## config.mk

```make
export PLATFORM = sky130hd
export DESIGN_NAME = keyed_length_prefixed_deframer
export DESIGN_NICKNAME = d
export VERILOG_FILES = /design/src/hdl/kld_pkg.sv /design/src/hdl/kld_parser.sv /design/src/hdl/kld_out_reg.sv /design/src/hdl/keyed_length_prefixed_deframer.sv
export VERILOG_INCLUDE_DIRS = /design/src /design/src/hdl
export SDC_FILE = /design/constraint.sdc
export NUM_CORES = 1
export LEC_CHECK = 0
export ABC_AREA = 1
export BUFFER_PORTS_ARGS = -buffer_cell sky130_fd_sc_hd__buf_2
export CORE_ASPECT_RATIO = 1.1
export CORE_MARGIN = 10
export CORE_UTILIZATION = 43
export CTS_CLUSTER_DIAMETER = 30
export CTS_CLUSTER_SIZE = 8
export DETAILED_ROUTE_END_ITERATION = 8
export PLACE_DENSITY = 0.62
export SYNTH_ARGS = -nofsm -noshare
export SYNTH_HDL_FRONTEND = slang
export SYNTH_HIERARCHICAL = 1
export SYNTH_SLANG_ARGS = --single-unit
```

## constraint.sdc

```tcl
create_clock -name clk -period 4.8 [get_ports clk]
set_input_delay 0.24 -clock clk [delete_from_list [all_inputs] [get_ports clk]]
set_output_delay 0.24 -clock clk [all_outputs]
set_load 0.005 [all_outputs]
```

## src/hdl/keyed_length_prefixed_deframer_assert.svh

```systemverilog
// Assertion macros for the keyed length-prefixed deframer.
`ifndef KEYED_LENGTH_PREFIXED_DEFRAMER_ASSERT_SVH
`define KEYED_LENGTH_PREFIXED_DEFRAMER_ASSERT_SVH
`ifndef SYNTHESIS
// Same-cycle implication, sampled on clk, quiet in reset.
`define KLD_ASSERT_IMPLIES(name, pre, post) \
    name: assert property (@(posedge clk) disable iff (!rst_n) (pre) |-> (post)) \
        else $error("deframer check failed: same-cycle implication");
// Next-cycle implication, sampled on clk, quiet in reset.
`define KLD_ASSERT_NEXT(name, pre, post) \
    name: assert property (@(posedge clk) disable iff (!rst_n) (pre) |=> (post)) \
        else $error("deframer check failed: next-cycle implication");
`else
`define KLD_ASSERT_IMPLIES(name, pre, post)
`define KLD_ASSERT_NEXT(name, pre, post)
`endif
`endif

```

## src/hdl/kld_pkg.sv

```systemverilog
// Shared types and constants for the keyed length-prefixed deframer.
`timescale 1ns / 1ps
package kld_pkg;

    // Frame layout
    localparam int KEY_BYTES_DEF = 32;
    localparam int LENGTH_BYTES  = 4;

    // Reset value of the maximum payload length register
    localparam logic [31:0] MAX_PAYLOAD_LENGTH_RST = 32'd65535;

    // Part tags on the output
    localparam logic [1:0] PART_KEY = 2'd0;
    localparam logic [1:0] PART_LEN = 2'd1;
    localparam logic [1:0] PART_PAY = 2'd2;

    // Parser phase, one-hot
    typedef enum logic [2:0] {
        PH_KEY = 3'b001,
        PH_LEN = 3'b010,
        PH_PAY = 3'b100
    } kld_phase_t;

    // One result beat
    typedef struct packed {
        logic [7:0]  byte_out;
        logic [1:0]  part;
        logic [31:0] part_index;
        logic [31:0] frame_length;
        logic        length_valid;
        logic        frame_end;
        logic        length_error;
    } kld_result_t;

endpackage

```

## src/hdl/kld_parser.sv

```systemverilog
// Frame parser: phase, position and length state plus per-byte tagging.
`timescale 1ns / 1ps
module kld_parser
    import kld_pkg::*;
#(
    parameter int KEY_BYTES = KEY_BYTES_DEF
) (
    input  logic        clk,
    input  logic        rst_n,
    input  logic        step_en,
    input  logic [7:0]  data_byte,
    input  logic        restart,
    input  logic [31:0] len_limit,
    output kld_result_t result
);

    kld_phase_t  phase_reg, phase_next;
    logic [31:0] pos_reg, pos_next;
    logic [31:0] acc_reg, acc_next;

    // Effective state after a restart
    kld_phase_t  ph_cur;
    logic [31:0] pos_cur;
    logic [31:0] acc_cur;
    logic [31:0] acc_shift;
    logic [32:0] pos_inc;

    always_comb
    begin
        if (restart)
        begin
            ph_cur  = PH_KEY;
            pos_cur = '0;
            acc_cur = '0;
        end
        else
        begin
            ph_cur  = phase_reg;
            pos_cur = pos_reg;
            acc_cur = acc_reg;
        end
    end

    assign acc_shift = {acc_cur[23:0], data_byte};
    assign pos_inc   = {1'b0, pos_cur} + 33'd1;

    // Per-byte step
    always_comb
    begin
        phase_next          = ph_cur;
        pos_next            = pos_cur;
        acc_next            = acc_cur;
        result.byte_out     = data_byte;
        result.part         = PART_KEY;
        result.part_index   = pos_cur;
        result.frame_length = '0;
        result.length_valid = 1'b0;
        result.frame_end    = 1'b0;
        result.length_error = 1'b0;
        unique case (ph_cur)
            PH_KEY:
            begin
                if (pos_cur == 32'(KEY_BYTES - 1))
                begin
                    phase_next = PH_LEN;
                    pos_next   = '0;
                    acc_next   = '0;
                end
                else
                begin
                    pos_next = pos_inc[31:0];
                end
            end
            PH_LEN:
            begin
                result.part = PART_LEN;
                acc_next    = acc_shift;
                if (pos_cur == 32'(LENGTH_BYTES - 1))
                begin
                    result.frame_length = acc_shift;
                    result.length_valid = 1'b1;
                    pos_next            = '0;
                    if (acc_shift > len_limit)
                    begin
                        result.length_error = 1'b1;
                        phase_next          = PH_KEY;
                        acc_next            = '0;
                    end
                    else if (acc_shift == 32'd0)
                    begin
                        result.frame_end = 1'b1;
                        phase_next       = PH_KEY;
                        acc_next         = '0;
                    end
                    else
                    begin
                        phase_next = PH_PAY;
                    end
                end
                else
                begin
                    pos_next = pos_inc[31:0];
                end
            end
            PH_PAY:
            begin
                result.part = PART_PAY;
                // 33-bit compare also closes a frame at the position limit
                if (pos_inc >= {1'b0, acc_cur})
                begin
                    result.frame_end = 1'b1;
                    phase_next       = PH_KEY;
                    pos_next         = '0;
                    acc_next         = '0;
                end
                else
                begin
                    pos_next = pos_inc[31:0];
                end
            end
            default:
            begin
                // Illegal phase code: restart as key byte 0
                result.part_index = '0;
                phase_next        = PH_KEY;
                pos_next          = (KEY_BYTES == 1) ? 32'd0 : 32'd1;
                acc_next          = '0;
                if (KEY_BYTES == 1)
                begin
                    phase_next = PH_LEN;
                end
            end
        endcase
    end

    // State registers, updated once per accepted beat
    always_ff @(posedge clk or negedge rst_n)
    begin
        if (!rst_n)
        begin
            phase_reg <= PH_KEY;
            pos_reg   <= '0;
            acc_reg   <= '0;
        end
        else if (step_en)
        begin
            phase_reg <= phase_next;
            pos_reg   <= pos_next;
            acc_reg   <= acc_next;
        end
    end

endmodule

```

## src/hdl/kld_out_reg.sv

```systemverilog
// Result register with pass-through ready for back-to-back beats.
`timescale 1ns / 1ps
module kld_out_reg
    import kld_pkg::*;
(
    input  logic        clk,
    input  logic        rst_n,
    input  logic        in_valid,
    output logic        in_ready,
    input  kld_result_t in_result,
    output logic        out_valid,
    input  logic        out_ready,
    output kld_result_t out_result
);

    logic        valid_reg;
    kld_result_t data_reg;
    logic        load;

    // Free slot, or the held beat leaves this cycle
    assign in_ready = !valid_reg || out_ready;
    assign load     = in_valid && in_ready;

    always_ff @(posedge clk or negedge rst_n)
    begin
        if (!rst_n)
        begin
            valid_reg <= 1'b0;
        end
        else if (load)
        begin
            valid_reg <= 1'b1;
        end
        else if (out_ready)
        begin
            valid_reg <= 1'b0;
        end
    end

    // Payload, no reset
    always_ff @(posedge clk)
    begin
        if (load)
        begin
            data_reg <= in_result;
        end
    end

    assign out_valid  = valid_reg;
    assign out_result = data_reg;

endmodule

```

## src/hdl/keyed_length_prefixed_deframer.sv

```systemverilog
// Keyed length-prefixed deframer, top level.
//
// Splits a byte stream into frames of KEY_BYTES key-id bytes, a 4-byte
// big-endian payload length and that many payload bytes, and tags every
// byte with its part and its index within the part. The decoded length
// comes out on the last length byte; a length above the configured maximum
// raises length_error and the next byte starts a new key id. frame_end
// marks the last payload byte, or the last length byte of a zero-length
// frame. restart makes the byte it arrives with key-id byte 0. One byte is
// accepted per clock while the single output register is empty or being read
// (in_ready high); on the accepting edge the parser updates its state and the
// result lands in that register. The user writes the maximum payload length
// through cfg_we / cfg_wdata only while idle; the block does not enforce it.
`timescale 1ns / 1ps
`include "keyed_length_prefixed_deframer_assert.svh"
module keyed_length_prefixed_deframer
    import kld_pkg::*;
#(
    parameter int KEY_BYTES = KEY_BYTES_DEF
) (
    input  logic        clk,
    input  logic        rst_n,
    // Configuration
    input  logic        cfg_we,
    input  logic [31:0] cfg_wdata,
    // Input beats
    input  logic        in_valid,
    output logic        in_ready,
    input  logic [7:0]  data_byte,
    input  logic        restart,
    // Output beats
    output logic        out_valid,
    input  logic        out_ready,
    output logic [7:0]  byte_out,
    output logic [1:0]  part,
    output logic [31:0] part_index,
    output logic [31:0] frame_length,
    output logic        length_valid,
    output logic        frame_end,
    output logic        length_error
);

    logic [31:0] max_len_reg;
    logic        in_fire;
    kld_result_t step_result;
    kld_result_t held_result;

    // Maximum payload length register
    always_ff @(posedge clk or negedge rst_n)
    begin
        if (!rst_n)
        begin
            max_len_reg <= MAX_PAYLOAD_LENGTH_RST;
        end
        else if (cfg_we)
        begin
            max_len_reg <= cfg_wdata;
        end
    end

    assign in_fire = in_valid && in_ready;

    // Parser
    kld_parser #(
        .KEY_BYTES (KEY_BYTES)
    ) u_parser (
        .clk       (clk),
        .rst_n     (rst_n),
        .step_en   (in_fire),
        .data_byte (data_byte),
        .restart   (restart),
        .len_limit (max_len_reg),
        .result    (step_result)
    );

    // Output register
    kld_out_reg u_out (
        .clk        (clk),
        .rst_n      (rst_n),
        .in_valid   (in_valid),
        .in_ready   (in_ready),
        .in_result  (step_result),
        .out_valid  (out_valid),
        .out_ready  (out_ready),
        .out_result (held_result)
    );

    assign byte_out     = held_result.byte_out;
    assign part         = held_result.part;
    assign part_index   = held_result.part_index;
    assign frame_length = held_result.frame_length;
    assign length_valid = held_result.length_valid;
    assign frame_end    = held_result.frame_end;
    assign length_error = held_result.length_error;

    // Checks
    `KLD_ASSERT_IMPLIES(a_err_flags, out_valid && length_error, length_valid && !frame_end)
    `KLD_ASSERT_IMPLIES(a_len_only_on_len, out_valid && (part != PART_LEN), !length_valid && (frame_length == 32'd0))
    `KLD_ASSERT_IMPLIES(a_end_part, out_valid && frame_end, (part == PART_PAY) || ((part == PART_LEN) && (frame_length == 32'd0)))
    `KLD_ASSERT_NEXT(a_restart_key0, in_fire && restart, out_valid && (part == PART_KEY) && (part_index == 32'd0))

endmodule

```

==> run metrics <==
Syn Inst Count 1403; H-tree levels 4; n_diodes 0; PostCTS Resize Cnt 0; Distinct cells, synth 44; Non-Filler Instances between 1500 and 2000; number of global-route vias before repair 9324; EDFF count, synth 77; MaxCap Viol Count 0; Yosys top cell area share a little over a fifth; largest family of logic cells by synthesized area simple AND/OR/NAND/NOR gates; Clock Pin Slew Worst Setup and Hold Paths 0.07 ns; port bufs between 100 and 150; Syn. warnings 6; Initial DRC Count 680; gpl congestion 0.949; setup bufs post-CTS 0; Leakage 6.24 nW; dominant cell type by area after synthesis edfxtp_1; CP Class reg -> reg; mux cell area share after synthesis 0%; final setup skew 0.0126 ns; most common cell after layout, fill and taps aside nand2_1; initial antenna violation count 0; via count ~9600; CTS tree yes; Mean Syn Cell Area between 7 and 8 um^2; Placeable Area 25200 um^2; GRT busiest layer met2; Syn-to-layout area delta 14.5%; Post-DP HPWL 22.1 mm; max FFs per register 77; Max Fanout on Critical Path 31; cts bufs inserted 17; Site Rows 61; top post-synthesis cells by area edfxtp_1 21%, dfrtp_1 19%, nand2_1 14%, ha_1 7.4%, inv_1 5.7%; die area 32300 um^2; Routed Antenna Nets 0; Achievable Freq 254 MHz; Final nets ~1600; crit start category flip-flop; met2 GRT Util 32.1%; DIE WIDTH 172 um; DRC viols 0; Critical Path RT 5.17 ns; Die H 188 um; commonest register cell after synthesis dfrtp_1; final worst path period need 3.94 ns; post-synthesis sequential area ratio 44.0%; Slew Viols, Final 0; gr ovfl total 0; Setup crit end kind flip-flop; most frequent cells in the layout 424 x nand2_1, 166 x inv_1, 155 x nor2_1, 123 x buf_2, 113 x nand3_1; GRT met3 Usage under 10%; pin count of the biggest net entering global routing 65; xor/xnor cell area share of the yosys netlist 2.15%; post-DR vias/cell 5.16; final hold vios 0; clk root buf clkbuf_16; first-pass GRT wire length 49.0 mm; Synth Area in Adders about 7.4%; Post-Syn Area 11000 um^2; Post-Synth Simple-Gate Area 33.7%; Clock Path Buffers 2; compound-gate portion of the synthesized area 2.35%; IO Pins 125; Hold WC Path Type in -> reg; Final Setup Violations 0; pwr/cell area 286 nW/um^2; Rel. slew slack 28.9%; first-pass iteration count of the detailed router 5; DP Cell Count 1791; CTS sink cnt around 180; status complete, no violations; Design Power 3.60 mW; arrival time worst endpoint roughly 4.3 ns; WL per Instance 16.5 um; M1 GR Usage between 20% and 30%; total track usage 18.9%; total wire length around 31 mm; RSZ-0062 raised after global routing no; Initial Utilization a little over two fifths; fraction of registers with async set/reset a little under three fifths; Slew @ Worst Pin around 1.1 ns; final period utilization 82.2%; Post-Synthesis Net Count 1514; layout cells sized above 1 16.1%; clk_lat worst skew between 0.4 and 0.5 ns; Synth Register Bits ~180; setup TNS 0 ns; Peak VDD IR 0.213 mV
-- where the power goes --
part           switching (mW)  internal (mW)  total (mW)
clock network           0.659          0.734        1.39
registers              0.0281           1.66        1.68
logic                   0.360          0.160       0.520
total                    1.05           2.55        3.60
-- per-layer routing --
metal  routed length (um)  vias to the layer above
met4                  770                        0
li1                     -                     4738
met2                15200                      301
met1                12700                     4475
met3                 1830                       50
met5                    0                        -
-- cells in the mapped netlist (3+ instances only) --
library cell  count
a21oi_1          26
nor3_1           44
o21ai_0          10
nor2_1          155
a21o_1            4
nor4_1            4
xnor2_1           6
nand2_2          14
nor2_4            3
clkbuf_8          3
inv_2            12
nor3_2            3
nand4_1          48
buf_2             9
edfxtp_1         77
nor2_2           12
ha_1             65
xor2_1           21
dfstp_2          17
nand3b_1          3
nor3_4            5
buf_1             4
dfrtp_1          83
buf_6            10
inv_1           166
nand3_1         113
nand3_2           3
clkbuf_1         28
buf_4            14
nand2_1         424
-- final timing paths --
| kind | to | start | slack (ns) | cells after the start |
|---|---|---|---|---|
| hold reg to reg | max_len_reg[1] | max_len_reg[1] | 0.46 | 2 |
| hold / removal | max_len_reg[15] | cfg_wdata[15] | 0.01 | 3 |
| min in group asynchronous | u_parser/pos_reg[7] | rst_n | 0.37 | 2 |
| setup / recovery | u_parser/pos_reg[10] | u_parser/pos_reg[1] | 0.86 | 26 |
| setup reg to reg | u_parser/pos_reg[10] | u_parser/pos_reg[1] | 0.86 | 26 |
| max in group asynchronous | u_parser/acc_reg[20] | rst_n | 3.23 | 3 |
-- metrics by stage --
step	hold slack, ns	utilization, %	setup slack, ns	instance area (um^2)
global placement	0.299	46.5	0.847	11700
floorplan	-0.0556	-	0.103	11000
global route	0.00521	49.9	0.465	12600
CTS	0.00151	49.9	0.859	12600
detailed placement	0.298	46.5	0.784	11700
finish	0.0103	49.9	0.856	12600
-- kinds of logic (layout without fill, tap and decap cells) --
group                    after synthesis  after routing
adder cells (fa/ha/maj)               65             65
AND/OR/NAND/NOR                      837            837
AO/OA/AOI/OAI                         47             47
flip-flops                           177            177
buffers and inverters                250            385
XOR/XNOR                              27             27
-- worst max-delay path: stages (launching register included) --
cell     delay (ns)
dfrtp_1        0.38
inv_1          0.07
nor2_1         0.11
ha_1           0.22
nand3_1        0.13
inv_1          0.13
nand2_2        0.12
nor2_1         0.18
nand3_1        0.22
nor3_2         0.22
xor2_1         0.18
inv_1          0.09
ha_1           0.31
a21oi_1        0.16
nor2_1         0.05
nor2_1         0.11
nand2_1        0.07
a21oi_1        0.12
nand2_1        0.07
nand2_1        0.06
nand2_1        0.05
nand2_2        0.09
nand3_2        0.09
nand3_2        0.08
buf_4          0.35
nand3_1        0.14
nand2_1        0.08
-- cell type report --
type                            instances  area (um^2)
Fill cell                            2474        12600
Multi-Input combinational cell        976         5020
Sequential cell                       177         4840
Timing Repair Buffer                  172         1060
Inverter                              181          689
Clock buffer                           18          429
Tap cell                              315          394
Clock inverter                         14          144
-- what timing repair did --
item | in CTS | in global routing
hold buffers | 30 | 0
endpoints found under the hold margin | 65 | 0
endpoints found under the setup margin | 0 | 0
Power figures use the tool's default switching activity.
